<file path="src/hdl/itf_pkg.sv">
// shared types, codes and character tables of the integer to text formatter
package itf_pkg;

    localparam int WORK_W   = 72;
    localparam int CNT_W    = 5;

    // specifier characters
    localparam logic [7:0] CH_C    = 8'h63;
    localparam logic [7:0] CH_D    = 8'h64;
    localparam logic [7:0] CH_I    = 8'h69;
    localparam logic [7:0] CH_U    = 8'h75;
    localparam logic [7:0] CH_LX   = 8'h78;
    localparam logic [7:0] CH_UX   = 8'h58;
    localparam logic [7:0] CH_P    = 8'h70;
    localparam logic [7:0] CH_PCT  = 8'h25;

    // fixed output characters
    localparam logic [7:0] CH_MINUS = 8'h2d;
    localparam logic [7:0] CH_ZERO  = 8'h30;
    localparam logic [7:0] CH_LPAR  = 8'h28;
    localparam logic [7:0] CH_RPAR  = 8'h29;
    localparam logic [7:0] CH_N     = 8'h6e;
    localparam logic [7:0] CH_L     = 8'h6c;

    // digit counts and iteration counts
    localparam logic [CNT_W-1:0] DABBLE_LAST = 5'd31;
    localparam logic [CNT_W-1:0] DEC_DIGITS  = 5'd10;
    localparam logic [CNT_W-1:0] HEX32_DIGITS = 5'd8;
    localparam logic [CNT_W-1:0] HEX64_DIGITS = 5'd16;

    // work unit operations
    localparam logic [1:0] OP_HOLD   = 2'd0;
    localparam logic [1:0] OP_LOAD   = 2'd1;
    localparam logic [1:0] OP_DABBLE = 2'd2;
    localparam logic [1:0] OP_NIBBLE = 2'd3;

    // fixed text kinds
    localparam logic [2:0] K_NONE  = 3'd0;
    localparam logic [2:0] K_LIT   = 3'd1;
    localparam logic [2:0] K_MINUS = 3'd2;
    localparam logic [2:0] K_HEX0X = 3'd3;
    localparam logic [2:0] K_NIL   = 3'd4;

    typedef struct packed {
        logic [1:0]        op;
        logic [WORK_W-1:0] data;
    } t_unit_ctl;

    typedef struct packed {
        logic       valid;
        logic [7:0] char_out;
        logic       last;
    } t_emit;

    // ascii of one digit
    function automatic logic [7:0] hex_char(input logic [3:0] nib, input logic upper);
        logic [7:0] ch;
        if (nib < 4'd10) begin
            ch = CH_ZERO + {4'd0, nib};
        end else if (upper) begin
            ch = 8'h37 + {4'd0, nib};
        end else begin
            ch = 8'h57 + {4'd0, nib};
        end
        return ch;
    endfunction

    // length of each fixed text
    function automatic logic [2:0] fix_len(input logic [2:0] kind);
        logic [2:0] len;
        case (kind)
            K_HEX0X: len = 3'd2;
            K_NIL:   len = 3'd5;
            default: len = 3'd1;
        endcase
        return len;
    endfunction

    // one character of a fixed text
    function automatic logic [7:0] fix_char(input logic [2:0] kind, input logic [2:0] idx,
                                            input logic [7:0] lit);
        logic [7:0] ch;
        case (kind)
            K_MINUS: ch = CH_MINUS;
            K_HEX0X: ch = (idx == 3'd0) ? CH_ZERO : CH_LX;
            K_NIL: begin
                case (idx)
                    3'd0:    ch = CH_LPAR;
                    3'd1:    ch = CH_N;
                    3'd2:    ch = CH_I;
                    3'd3:    ch = CH_L;
                    default: ch = CH_RPAR;
                endcase
            end
            default: ch = lit;
        endcase
        return ch;
    endfunction

endpackage

</file>
<file path="src/hdl/itf_digit_unit.sv">
// shared digit register: load, double dabble step and nibble shift over one work word
module itf_digit_unit (
    input  logic                 i_clk,
    input  itf_pkg::t_unit_ctl   i_ctl,
    output logic [3:0]           o_top
);
    import itf_pkg::*;

    logic [WORK_W-1:0] r_work;
    logic [WORK_W-1:0] n_work;
    logic [WORK_W-1:0] adj;

    // add three to every bcd digit of five or more
    always_comb begin
        adj = r_work;
        for (int k = 0; k < 10; k++) begin
            if (r_work[32 + 4*k +: 4] >= 4'd5) begin
                adj[32 + 4*k +: 4] = r_work[32 + 4*k +: 4] + 4'd3;
            end
        end
    end

    // operation select
    always_comb begin
        case (i_ctl.op)
            OP_LOAD:   n_work = i_ctl.data;
            OP_DABBLE: n_work = {adj[WORK_W-2:0], 1'b0};
            OP_NIBBLE: n_work = {r_work[WORK_W-5:0], 4'd0};
            default:   n_work = r_work;
        endcase
    end

    always_ff @(posedge i_clk) begin
        r_work <= n_work;
    end

    assign o_top = r_work[WORK_W-1 -: 4];

endmodule

</file>
<file path="src/hdl/itf_seq.sv">
// sequencer: decodes the specifier, steps the digit unit, emits characters
module itf_seq (
    input  logic                i_clk,
    input  logic                i_rst_n,
    input  logic                i_valid,
    input  logic                i_action,
    input  logic [7:0]          i_spec,
    input  logic [63:0]         i_value,
    input  logic                i_can_emit,
    input  logic [3:0]          i_top,
    output logic                o_ready,
    output itf_pkg::t_unit_ctl  o_ctl,
    output itf_pkg::t_emit      o_emit
);
    import itf_pkg::*;

    localparam logic [2:0] S_IDLE = 3'd0;
    localparam logic [2:0] S_CONV = 3'd1;
    localparam logic [2:0] S_FIX  = 3'd2;
    localparam logic [2:0] S_SKIP = 3'd3;
    localparam logic [2:0] S_DIG  = 3'd4;

    logic [2:0]       r_state, n_state;
    logic [CNT_W-1:0] r_cnt, n_cnt;
    logic [2:0]       r_kind, n_kind;
    logic [7:0]       r_lit, n_lit;
    logic [2:0]       r_idx, n_idx;
    logic             r_has_dig, n_has_dig;
    logic             r_upper, n_upper;

    logic [31:0] low32;
    logic [31:0] mag;
    logic [2:0]  len;

    assign low32 = i_value[31:0];
    assign mag   = (low32[31] && (i_spec != CH_U)) ? (~low32 + 32'd1) : low32;
    assign len   = fix_len(r_kind);

    // next state and unit control
    always_comb begin
        n_state   = r_state;
        n_cnt     = r_cnt;
        n_kind    = r_kind;
        n_lit     = r_lit;
        n_idx     = r_idx;
        n_has_dig = r_has_dig;
        n_upper   = r_upper;
        o_ctl.op   = OP_HOLD;
        o_ctl.data = '0;
        o_emit.valid    = 1'b0;
        o_emit.char_out = '0;
        o_emit.last     = 1'b0;
        case (r_state)
            S_IDLE: begin
                if (i_valid) begin
                    n_idx     = '0;
                    n_has_dig = 1'b0;
                    n_upper   = 1'b0;
                    n_lit     = i_spec;
                    n_kind    = K_LIT;
                    o_ctl.data = {40'd0, mag};
                    if (!i_action) begin
                        n_state = S_FIX;
                    end else begin
                        case (i_spec)
                            CH_C: begin
                                n_lit   = i_value[7:0];
                                n_state = S_FIX;
                            end
                            CH_PCT: n_state = S_FIX;
                            CH_D, CH_I, CH_U: begin
                                n_kind    = (low32[31] && (i_spec != CH_U)) ? K_MINUS : K_NONE;
                                o_ctl.op  = OP_LOAD;
                                n_cnt     = DABBLE_LAST;
                                n_has_dig = 1'b1;
                                n_state   = S_CONV;
                            end
                            CH_LX, CH_UX: begin
                                n_kind     = K_NONE;
                                o_ctl.op   = OP_LOAD;
                                o_ctl.data = {low32, 40'd0};
                                n_cnt      = HEX32_DIGITS;
                                n_upper    = (i_spec == CH_UX);
                                n_has_dig  = 1'b1;
                                n_state    = S_SKIP;
                            end
                            CH_P: begin
                                if (i_value == 64'd0) begin
                                    n_kind = K_NIL;
                                end else begin
                                    n_kind     = K_HEX0X;
                                    o_ctl.op   = OP_LOAD;
                                    o_ctl.data = {i_value, 8'd0};
                                    n_cnt      = HEX64_DIGITS;
                                    n_has_dig  = 1'b1;
                                end
                                n_state = S_FIX;
                            end
                            default: n_state = S_IDLE;
                        endcase
                    end
                end
            end
            // binary to bcd, one bit per cycle
            S_CONV: begin
                o_ctl.op = OP_DABBLE;
                if (r_cnt == '0) begin
                    n_cnt   = DEC_DIGITS;
                    n_state = (r_kind == K_NONE) ? S_SKIP : S_FIX;
                end else begin
                    n_cnt = r_cnt - 5'd1;
                end
            end
            // fixed text, alone or ahead of the digits
            S_FIX: begin
                if (i_can_emit) begin
                    o_emit.valid    = 1'b1;
                    o_emit.char_out = fix_char(r_kind, r_idx, r_lit);
                    o_emit.last     = (r_idx == len - 3'd1) && !r_has_dig;
                    if (r_idx == len - 3'd1) begin
                        n_state = r_has_dig ? S_SKIP : S_IDLE;
                    end else begin
                        n_idx = r_idx + 3'd1;
                    end
                end
            end
            // drop leading zeros, keep at least one digit
            S_SKIP: begin
                if ((r_cnt > 5'd1) && (i_top == 4'd0)) begin
                    o_ctl.op = OP_NIBBLE;
                    n_cnt    = r_cnt - 5'd1;
                end else begin
                    n_state = S_DIG;
                end
            end
            S_DIG: begin
                if (i_can_emit) begin
                    o_emit.valid    = 1'b1;
                    o_emit.char_out = hex_char(i_top, r_upper);
                    o_emit.last     = (r_cnt == 5'd1);
                    o_ctl.op        = OP_NIBBLE;
                    n_cnt           = r_cnt - 5'd1;
                    if (r_cnt == 5'd1) begin
                        n_state = S_IDLE;
                    end
                end
            end
            default: n_state = S_IDLE;
        endcase
    end

    always_ff @(posedge i_clk) begin
        if (!i_rst_n) begin
            r_state   <= S_IDLE;
            r_cnt     <= '0;
            r_kind    <= K_NONE;
            r_idx     <= '0;
            r_has_dig <= 1'b0;
            r_upper   <= 1'b0;
        end else begin
            r_state   <= n_state;
            r_cnt     <= n_cnt;
            r_kind    <= n_kind;
            r_idx     <= n_idx;
            r_has_dig <= n_has_dig;
            r_upper   <= n_upper;
        end
    end

    // literal byte needs no reset
    always_ff @(posedge i_clk) begin
        r_lit <= n_lit;
    end

    assign o_ready = (r_state == S_IDLE);

endmodule

</file>
<file path="src/hdl/integer_to_text_formatter_unit.sv">
// For a literal, c, % and p the fixed text state emits the first character, which the output
// register takes when free; the block stays busy until its last character is registered.
// Decimal d, i, u: double dabble steps, a minus sign when negative, a step to end the zero skip,
// then the skipped zeros and the digits.
// Hex x, X: skipped zeros then digits; p: the 0x prefix then the hex digits, or (nil) for zero.
// A new transaction is accepted only while idle, after the previous one's last character.
// Reset is synchronous, active low; it clears the sequencer and the output valid.
module integer_to_text_formatter_unit (
    input  logic        i_clk,
    input  logic        i_rst_n,
    input  logic        i_valid,
    output logic        o_ready,
    input  logic        i_action,
    input  logic [7:0]  i_spec,
    input  logic [63:0] i_value,
    output logic        o_valid,
    input  logic        i_ready,
    output logic [7:0]  o_char_out,
    output logic        o_last
);
    import itf_pkg::*;

    t_unit_ctl  ctl;
    t_emit      emit;
    logic [3:0] top;
    logic       can_emit;

    logic       r_valid;
    logic [7:0] r_char;
    logic       r_last;

    assign can_emit = !r_valid || i_ready;

    itf_seq u_seq (
        .i_clk      (i_clk),
        .i_rst_n    (i_rst_n),
        .i_valid    (i_valid),
        .i_action   (i_action),
        .i_spec     (i_spec),
        .i_value    (i_value),
        .i_can_emit (can_emit),
        .i_top      (top),
        .o_ready    (o_ready),
        .o_ctl      (ctl),
        .o_emit     (emit)
    );

    itf_digit_unit u_digit (
        .i_clk (i_clk),
        .i_ctl (ctl),
        .o_top (top)
    );

    // output register valid
    always_ff @(posedge i_clk) begin
        if (!i_rst_n) begin
            r_valid <= 1'b0;
        end else if (emit.valid) begin
            r_valid <= 1'b1;
        end else if (i_ready) begin
            r_valid <= 1'b0;
        end
    end

    // output register payload
    always_ff @(posedge i_clk) begin
        if (emit.valid) begin
            r_char <= emit.char_out;
            r_last <= emit.last;
        end
    end

    assign o_valid    = r_valid;
    assign o_char_out = r_char;
    assign o_last     = r_last;

endmodule

</file>
<file path="config.mk">
export PLATFORM = sky130hd
export DESIGN_NAME = integer_to_text_formatter_unit
export DESIGN_NICKNAME = d
export VERILOG_FILES = /design/src/hdl/itf_pkg.sv /design/src/hdl/itf_digit_unit.sv /design/src/hdl/itf_seq.sv /design/src/hdl/integer_to_text_formatter_unit.sv
export SDC_FILE = /design/constraint.sdc
export NUM_CORES = 1
export LEC_CHECK = 0
export ABC_AREA = 0
export BUFFER_PORTS_ARGS = -buffer_cell sky130_fd_sc_hd__buf_2
export CORE_ASPECT_RATIO = 2
export CORE_MARGIN = 10
export CORE_UTILIZATION = 40
export CTS_CLUSTER_DIAMETER = 120
export CTS_CLUSTER_SIZE = 28
export DETAILED_ROUTE_END_ITERATION = 6
export GPL_TIMING_DRIVEN = 0
export SLEW_MARGIN = 20
export SYNTH_ARGS = -nofsm -noshare
export SYNTH_HDL_FRONTEND = slang
export SYNTH_HIERARCHICAL = 1
export SYNTH_SLANG_ARGS = --single-unit
</file>
<file path="constraint.sdc">
create_clock -name i_clk -period 4.3 [get_ports i_clk]
set_clock_uncertainty 0.2 [all_clocks]
set_input_delay 0.86 -clock i_clk [delete_from_list [all_inputs] [get_ports i_clk]]
set_output_delay 0.86 -clock i_clk [all_outputs]
set_load 0.01 [all_outputs]
</file>
# Word level (Yosys, flattened, before mapping)
# Cells that the tools add are included.
# classes
n_addsub	17
order_cmp	12
n_eq_ne	36
n_mux	67
bitwise	1
reduce_logical	24
# ops
op	count
72-bit case mux with 3 select lines	1
74-bit 2-to-1 mux	2
72-bit case mux with 2 select lines	1
73-bit 2-to-1 mux	1
72-bit 2-to-1 mux	1
64-bit logical NOT	1
8-bit by 7-bit equality test with 1-bit output (second input constant)	7
3-bit 2-to-1 mux	14
4-bit by 3-bit greater-or-equal comparator with 1-bit output (second input constant)	10
4-bit by 2-bit adder with 4-bit output (second input constant)	9
4-bit 2-to-1 mux	9
32-bit by 1-bit adder with 32-bit output (second input constant)	1
32-bit 2-to-1 mux	1
8-bit 2-to-1 mux	4
32-bit NOT	1
5-bit 2-to-1 mux	6
7-bit case mux with 4 select lines	1
8-bit case mux with 3 select lines	1
10-bit 2-to-1 mux	2
10-bit case mux with 2 select lines	1
5-bit case mux with 4 select lines	1
3-bit by 2-bit equality test with 1-bit output (second input constant)	6
3-bit case mux with 5 select lines	1
5-bit case mux with 3 select lines	1
other kinds (43)	74
# word_totals
regBits	106
inputBits	77
wordCells	168

# Logic depth before layout (Yosys ltp)
# Gate-level depths: netlist of the first run.
# depth
ltp_word	10
depth_mapped	16

# Modules after synthesis
# The synthesis of the first run kept the hierarchy.
# modules_own_cells
mod	n_inst	cells_per_inst	area_per_inst_um2
itf_digit_unit	1	443	4569.4
itf_seq	1	536	3618.5
integer_to_text_formatter_unit	1	13	319.1

# Worst setup path before layout of the first run
# Ideal clock, no wire load.
# synth_path
path_type	in2reg
startpoint	input i_value[0]
endpoint	register u_digit.r_work[0] (enable)
arrival_time_ns	3.846
required_ns	3.671
path_slack_ns	-0.175
path_stages	13
path_cell_list	inv_1 ha_1 or4b_1 or3_1 buf_2 nor4_4 a21oi_1 nor2b_1 o21ai_0 buf_2 buf_4 buf_4 or2_2
# synth_rtl
element	line	text
from (decl)	integer_to_text_formatter_unit.sv:15	input logic [63:0] i_value,
to (signal assigned)	itf_digit_unit.sv:34	r_work <= n_work;
to (decl)	itf_digit_unit.sv:9	logic [WORK_W-1:0] r_work;

==> results.cfg, run 1 <==
[grt]
gr-usage-met1 = 0.225
grt_use_total = 0.233
met2_usage = 0.414
grt-ovfl-total = 0
grt_use_met3 = 0.0330
grt_max_degree = 20
antenna_found_initial = 0
grt_pass1_wl_mm = 49.1
top_usage_layer = met2
first_global_vias = 8564

[logic_synthesis]
async_reset_ff_frac = 0
synthDistinctLibCells = 72
synth_nets = 1100
syn-cell-area_um2 = 8510
synth_edf_count = 89
ys_seq_area_frac = 0.354
yosys_warnings = 6
syn_inst = 992
avgSynthCellArea_um2 = 8.58
ys.flop_type = edfxtp_1
ys_ff_latch = 106

[sta]
worst_pin_slew_ns = 1.09
final_max_slew_viol_count = 0
finalSetupViolations = 0
layout_min_cycle_time_ns = 4.24
relSlewSlack = 0.271
hold_viol = 0
postLayoutSetupSlackWorst_ns = 0.0620
finalHoldWorstSlack_ns = 0.319
rsz0062_at_grt = no
period_share = 0.986
max_clock_freq_mhz = 236

[floorplanning]
rows = 75
initial_core_util = 0.407
boundaryPins = 88
core_um2 = 20900
die_area_um2 = 27900
die_w_um = 123
die_h_um = 226

[placement]
hpwl_mm = 24.9
gp_congestion = 0.921
place_ws_ns = -0.919
port_buffers = 78

[setup_path]
cp-end-kind = register
cp-start-kind = input port
crit_fanout = 10
critical_path_class = input port to register
arrival_ns = 4.15
required_ns = 4.22

[final_layout]
fin_nets = 1202
n_fill_cell = 2103
mostFrequentLayoutCells = nor2_1, buf_2, edfxtp_1
final_common_cell = nor2_1
antenna_cells = 0
syn_to_final_growth_pct = 14.0
drive_gt1_frac = 0.170

[detailed_routing]
drtPass1Iterations = 6
drt.antenna.violating_nets = 0
wl_per_cell_um = 24.0
num_vias = 8345
dr.first_iter.drc_count = 611
vias_per_cell = 6.10
wirelength_mm = 32.9
drc = 0

[worst_hold_path]
min_path_type = register to register

[outcome]
status = finished, final reports clean

[clock_tree]
clk_pin_slew_ns = 0.09
cts_tree = built
clock-sinks = 106
clockBufferDepth = 2
root_buffer = clkbuf_16
cts_buffers = 9
insertion_delay_ns = 0.37
cts_max_level = 3

[power_and_ir_drop]
vdd_drop_max_mv = 0.179
p_leak_nw = 3.42
p_per_area_nw_per_um2 = 242

[run]
maxCapViolCount = 0
[metal layers]
metal  wire length, um  up-vias
li1                  -     3887
met1             11200     3976
met2             16500      348
met3              1610      134
met4              3520        0
met5                 0        -
[flip-flops by register name, indices dropped and copies added (netlist names), 3 cells and up]
signal and cells:
u_seq/r_idx 3, u_seq/r_lit 8, o_char_out 8, u_seq/r_cnt 5
u_seq/r_kind 3, u_digit/r_work 72, u_seq/r_state 3
[cell families after synthesis]
| kind of cell | after synthesis | synth area share |
|---|---|---|
| compound gates | 290 | 0.223 |
| xor+xnor | 33 | 0.0340 |
| fa+ha+maj | 31 | 0.0456 |
| buf+inv | 115 | 0.0610 |
| flops | 106 | 0.354 |
| mux | 54 | 0.0662 |
| simple gates | 363 | 0.216 |
[final timing paths]
| kind | slack [ns] | from | to | cells after the start |
|---|---|---|---|---|
| max | 0.06 | i_value[1] | u_digit/r_work[53]$_DFFE_PP_ | 13 |
| max reg2reg | 0.23 | u_seq/r_state[1]$_SDFFE_PN0P_ | u_digit/r_work[11]$_DFFE_PP_ | 10 |
| min | 0.32 | u_seq/r_upper$_SDFFE_PN0P_ | u_seq/r_upper$_SDFFE_PN0P_ | 2 |
| min reg2reg | 0.32 | u_seq/r_upper$_SDFFE_PN0P_ | u_seq/r_upper$_SDFFE_PN0P_ | 2 |
[through the flow]
stage               power, mW   util  setup TNS, ns  cell area (um2)  std cells
finish                   2.35  0.464              0             9700       1368
global route             2.44  0.464              0             9700       1368
CTS                      2.35  0.459              0             9600       1361
detailed placement       1.53  0.441         -99.24             9240       1339
global placement         1.53  0.441         -96.41             9240       1339
floorplan                1.38      -              0             8510        992
[final cells by class]
class,instances,area (um2),area share
Clock inverter,7,57.6,0.00593
Multi-Input combinational cell,778,5100,0.525
Sequential cell,106,3010,0.311
Buffer,69,368,0.0379
Timing Repair Buffer,84,433,0.0446
Inverter,46,173,0.0178
Tap cell,269,337,0.0347
Clock buffer,9,225,0.0232
[repair_timing]
item	4_1_cts	5_1_grt
pin swaps	1	0
endpoints found under the hold margin	0	0
gates resized for setup	12	22
hold buffers	0	0
cloned	3	4
setup buffers	3	3
endpoints found under the setup margin	132	140
[synth_stat cells, types with 17 or more instances]
| cell type | instances | area (um2) |
|---|---|---|
| o21ai_0 | 60 | 300 |
| inv_1 | 43 | 161 |
| a22oi_1 | 48 | 360 |
| clkbuf_1 | 38 | 143 |
| nand2_1 | 61 | 229 |
| o2bb2ai_1 | 18 | 158 |
| ha_1 | 31 | 388 |
| edfxtp_1 | 89 | 2670 |
| a21oi_1 | 80 | 400 |
| or3_1 | 19 | 119 |
| nor3_1 | 19 | 95.1 |
| dfxtp_1 | 17 | 340 |
| xnor2_1 | 20 | 175 |
| mux2_2 | 18 | 203 |
| nor2_1 | 122 | 458 |
| mux2i_1 | 36 | 360 |
| nand3_1 | 35 | 175 |
| nand2b_1 | 18 | 113 |
[worst max-delay path: stages]
cell and delay (ns):
buf_2 0.15, inv_2 0.09, ha_4 0.14, or4b_4 0.49, or3_1 0.32, clkbuf_4 0.20, nor4_4 0.27, buf_4 0.19
a21oi_4 0.10, buf_2 0.26, a22oi_1 0.57, nor2_1 0.11, a221o_1 0.39
[power by group]
group          internal (mW)  switching (mW)
sequential              1.14          0.0136
clock                  0.405           0.428
combinational          0.131           0.236
total                   1.67           0.678
(Power assumes the default switching activity.)
==> inputs of run 2 (changes only) <==
Settings changed: GPL_TIMING_DRIVEN 0 to default, SYNTH_HIERARCHICAL 1 to default.
==> run 2 against run 1 <==
- sequential power about the same
- clock power up 7.1%
- die area down 8.9%
- cell count down 15%
- area after synthesis down 10%
- combinational power down 15%
- clock-buffer cell count up 5
- hold slack better by 0.0014 ns
- critical path depth down 6
- core utilization down 0.42 points
- total power up 0.67%
- non-clock buffer count down 52
- largest cell class unchanged
- highest routed layer unchanged
==> results.cfg, run 2 <==
[outcome]
status = finished, final reports clean

[logic_synthesis]
synthDistinctLibCells = 73
avgSynthCellArea_um2 = 9.10
syn_inst = 840
synth.top_cells.by_area = edfxtp_1, a21oi_1, ha_1
ys_ff_latch = 106
syn-cell-area_um2 = 7640
synth_top_area_frac = 0.350
synth_nets = 946
yosysMostFrequentCell = edfxtp_1
ys_seq_area_frac = 0.394
yosys_warnings = 0
synth_edf_count = 89
async_reset_ff_frac = 0
yosys-top-cells-count = edfxtp_1, nand2_1, a21oi_1
ys.flop_type = edfxtp_1
yosysTopAreaCell = edfxtp_1

[placement]
gp_congestion = 0.961
port_buffers = 87
place_ws_ns = 0.450
hpwl_mm = 19.9
dpl.cell_count = 1147

[setup_path]
critical_path_class = input port to register
arrival_ns = 3.38
worstPathCellList = buf_2 -> nor4_1 -> nand4_1 -> nor4b_4 -> a21boi_4 -> buf_4 -> a221o_1
cp-start-kind = input port
slowest_delay_ns = 0.56
cp-end-kind = register
crit_fanout = 55
slowest_stage = nor4b_4
required_ns = 4.20

[clock_tree]
cts_resized = 0
post_cts_buffers = 0
cts_buffers = 9
clock-sinks = 106
cts_max_level = 3
insertion_delay_ns = 0.36
cts_tree = built
clk_pin_slew_ns = 0.07
clockBufferDepth = 2
root_buffer = clkbuf_16
hold_buffers = 0

[sta]
finalHoldWorstSlack_ns = 0.320
relSlewSlack = 0.387
period_share = 0.809
postLayoutSetupSlackWorst_ns = 0.823
rsz0062_at_grt = no
worst_pin_slew_ns = 0.917
finalSetupViolations = 0
max_clock_freq_mhz = 288
fin_setup_tns_ns = 0
layout_min_cycle_time_ns = 3.48
final_max_slew_viol_count = 0
hold_viol = 0

[final_layout]
final_common_cell = edfxtp_1
syn_to_final_growth_pct = 13.2
n_fill_cell = 1944
multiInputGateArea_um2 = 4300
mostFrequentLayoutCells = edfxtp_1, buf_2, nand2_1
drive_gt1_frac = 0.152
antenna_cells = 0
fin_nets = 1009
instances_no_fill = 1163
utilization = 0.459
regMostFlops = u_digit.r_work
seq_area_um2 = 3010
largest_register_ffs = 72

[floorplanning]
rows = 71
die_w_um = 118
die_area_um2 = 25400
boundaryPins = 88
core_um2 = 18800
die_h_um = 215
initial_core_util = 0.406

[detailed_routing]
num_vias = 7029
dr.first_iter.drc_count = 481
wl_per_cell_um = 22.5
drt.antenna.violating_nets = 0
drtPass1Iterations = 5
wirelength_mm = 26.2
drc = 0
vias_per_cell = 6.04

[grt]
grt_use_total = 0.200
grt-ovfl-total = 0
grt_max_degree = 69
antenna_found_initial = 0
grt_pass1_wl_mm = 40.2
first_global_vias = 7218

[power_and_ir_drop]
p_leak_nw = 3.24
vdd_drop_max_mv = 0.179
p_per_area_nw_per_um2 = 274

[worst_hold_path]
min_path_type = register to register

[run]
maxCapViolCount = 0
-- run 2: cell types whose count changed after synthesis, sizes merged, moves of 27 or more --
| cell | previous run | this run |
|---|---|---|
| a22oi | 48 | 6 |
| a221o | 5 | 32 |
| mux2i | 36 | 5 |
| a22o | 4 | 31 |
| o21ai | 63 | 91 |
| nor2 | 122 | 45 |
-- run 2: critical path, delay by kind of cell --
family	cells	cell delay, ns
buffers and inverters	2	0.49
AND/OR/NAND/NOR	3	1.38
AO/OA/AOI/OAI	2	0.60
-- run 2: metrics by stage --
| step | instance area (um2) | total power, mW |
|---|---|---|
| final | 8650 | 2.37 |
| after global routing | 8650 | 2.44 |
| after CTS | 8650 | 2.37 |
| after detailed placement | 8330 | 1.50 |
| after global placement | 8330 | 1.49 |
| after floorplan | 7640 | 1.35 |
-- run 2: kinds of logic (layout without fill, tap and decap cells) --
group                    Yosys count  after routing  synth area share
AO/OA/AOI/OAI                    305            305             0.266
XOR/XNOR                          48             48            0.0550
adder cells (fa/ha/maj)           29             29            0.0475
buffers and inverters             88            156            0.0476
flip-flops                       106            106             0.394
multiplexers                       6              6           0.00802
AND/OR/NAND/NOR                  258            258             0.182
-- run 2: worst paths after layout --
path	from	slack, ns	depth (start not counted)	to
max	i_value[56]	0.82	7	u_digit.r_work[49]$_DFFE_PP_
min	u_seq.r_cnt[1]$_SDFFE_PN0P_	0.32	2	u_seq.r_cnt[1]$_SDFFE_PN0P_
max reg2reg	u_seq.r_state[1]$_SDFFE_PN0P_	1.13	7	u_digit.r_work[43]$_DFFE_PP_
min reg2reg	u_seq.r_cnt[1]$_SDFFE_PN0P_	0.32	2	u_seq.r_cnt[1]$_SDFFE_PN0P_
-- run 2: layout make-up --
cell class | instances | share of cell area
flip-flops and latches | 106 | 0.348
multi-input cells | 646 | 0.497
well taps | 255 | 0.0369
clock inverters | 2 | 0.00159
inverters | 39 | 0.0169
repair buffers | 101 | 0.0639
clock buffers | 14 | 0.0356
-- run 2: report_power, final --
group	leakage (nW)	internal (mW)	total [mW]	switching, mW
logic	2.12	0.111	0.312	0.201
clock network	0.159	0.502	0.892	0.391
registers	0.964	1.14	1.16	0.0212
-- run 2: routing by layer --
metal,GRT usage,routed length [um]
met5,0,0
met4,0.128,1600
met3,0.0358,1180
met2,0.389,14600
met1,0.183,8860
==> inputs of run 3 (changes only) <==
Clock period 4.3 ns to 3.1 ns, I/O delays scaled along.
==> run 3 against run 2 <==
- highest routed layer unchanged
- combinational power grew 53%
- critical path depth grew 2
- total power grew 44%
- cell count grew 3.3%
- routed wire length grew 2.2%
- critical endpoint is now u_digit.r_work[8]$_DFFE_PP_
==> results.cfg, run 3 (synthesized netlist as in run 2, its figures left out) <==
[outcome]
status = finished, final reports clean

[final_layout]
n_fill_cell = 1869
drive_gt1_frac = 0.185
seq_area_um2 = 3010
fin_nets = 1048
largest_register_ffs = 72
syn_to_final_growth_pct = 17.9
final_common_cell = edfxtp_1
multiInputGateArea_um2 = 4290
antenna_cells = 0
regMostFlops = u_digit.r_work
mostFrequentLayoutCells = edfxtp_1, buf_2, nand2_1

[clock_tree]
post_cts_buffers = 0
cts_resized = 0
clk_pin_slew_ns = 0.07
hold_buffers = 0
cts_buffers = 9
clockBufferDepth = 2
cts_tree = built
insertion_delay_ns = 0.37
cts_max_level = 3
root_buffer = clkbuf_16
clock-sinks = 106

[detailed_routing]
drt.antenna.violating_nets = 0
dr.first_iter.drc_count = 603
wl_per_cell_um = 22.3
drc = 0
drtPass1Iterations = 5
num_vias = 7200
wirelength_mm = 26.8
vias_per_cell = 6.00

[floorplanning]
initial_core_util = 0.406
die_h_um = 215
rows = 71
core_um2 = 18800
boundaryPins = 88
die_w_um = 118
die_area_um2 = 25400

[sta]
period_share = 0.915
worst_pin_slew_ns = 0.630
finalSetupViolations = 0
hold_viol = 0
fin_setup_tns_ns = 0
final_max_slew_viol_count = 0
rsz0062_at_grt = no
layout_min_cycle_time_ns = 2.84
relSlewSlack = 0.577
max_clock_freq_mhz = 353

[setup_path]
path_depth = 9
crit_buf_inv = 3
slowest_delay_ns = 0.48
crit_fanout = 34
r2r_cells = 9
critPathLaunch = u_digit.r_work[68]$_DFFE_PP_
arrival_ns = 2.70
cp-endpoint = u_digit.r_work[8]$_DFFE_PP_
slowest_stage = or3b_2
cp-end-kind = register
critical_path_class = register to register
rrSetupSlack_ns = 0.26
required_ns = 2.96
cp-start-kind = register
path_delay_family = simple AND/OR/NAND/NOR gates
worstPathCellList = inv_1 -> ha_1 -> or3b_2 -> a211oi_1 -> or2_2 -> a211o_2 -> nor2_4 -> clkinvlp_4 -> buf_12
r2r_end = u_digit.r_work[8]$_DFFE_PP_
rr_startpoint = u_digit.r_work[68]$_DFFE_PP_

[grt]
first_global_vias = 7386
grt_max_degree = 44
grt_pass1_wl_mm = 41.1
grt_use_total = 0.206
antenna_found_initial = 0
grt-ovfl-total = 0

[power_and_ir_drop]
total_power_mw = 3.42
p_leak_nw = 3.45
vdd_drop_max_mv = 0.236
p_per_area_nw_per_um2 = 379

[worst_hold_path]
min_path_type = register to register
whs_path_depth = 2

[placement]
hpwl_mm = 20.8
port_buffers = 87
gp_congestion = 0.966

[run]
maxCapViolCount = 0
[run 3: cell count changes in the layout (fill, tap and decap cells not counted), moves of 2 or more]
| cell | change |
|---|---|
| bufinv_16 | +3 |
| clkbuf_1 | -2 |
| clkinv_1 | +2 |
| clkbuf_16 | -3 |
| buf_12 | +5 |
| buf_4 | +34 |
[run 3: cell type report]
type / count / share of cell area
clock buffer: 9 / 0.0250
clock inverter: 6 / 0.0118
inverter: 39 / 0.0167
multi-input combinational: 646 / 0.476
sequential: 106 / 0.334
tap: 255 / 0.0354
timing repair buffer: 140 / 0.101
[run 3: worst min-delay path by stage]
stage / from / end / slack (ns)
after floorplan: u_seq.r_has_dig$_SDFFE_PN0P_ / u_seq.r_has_dig$_SDFFE_PN0P_ / 0.26
after global placement: u_seq.r_cnt[1]$_SDFFE_PN0P_ / u_seq.r_cnt[1]$_SDFFE_PN0P_ / 0.28
after detailed placement: u_seq.r_cnt[1]$_SDFFE_PN0P_ / u_seq.r_cnt[1]$_SDFFE_PN0P_ / 0.30
after CTS: u_seq.r_cnt[1]$_SDFFE_PN0P_ / u_seq.r_cnt[1]$_SDFFE_PN0P_ / 0.31
after global routing: u_seq.r_has_dig$_SDFFE_PN0P_ / u_seq.r_has_dig$_SDFFE_PN0P_ / 0.35
final: u_seq.r_cnt[1]$_SDFFE_PN0P_ / u_seq.r_cnt[1]$_SDFFE_PN0P_ / 0.31
[run 3: tightest hold or removal path, cell delays in order, from the launching register on]
cell and delay, ns:
dfxtp_1 0.34, nand2_1 0.07, mux2i_1 0.06
[run 3: power by group]
group	switching [mW]	internal, mW
registers	0.0214	1.58
clock network	0.556	0.782
logic	0.293	0.183
[run 3: per-stage QoR]
step | std cells | worst slack (ns) | hold slack [ns] | instance area (um2) | util
2_1_floorplan | 840 | -0.501 | 0.261 | 7660 | -
3_3_place_gp | 1186 | 0.0539 | 0.282 | 8680 | 0.461
3_5_place_dp | 1186 | 0.0509 | 0.295 | 8680 | 0.461
4_1_cts | 1201 | 0.254 | 0.305 | 9010 | 0.479
5_1_grt | 1201 | 0.102 | 0.352 | 9010 | 0.479
6_report | 1201 | 0.264 | 0.310 | 9010 | 0.479
[run 3: metal layers]
metal	track usage	part of all wire	wire length, um
met2	0.409	0.57	15200
met1	0.197	0.35	9340
met3	0.0251	0.041	1100
met5	0	0	0
met4	0.110	0.042	1120
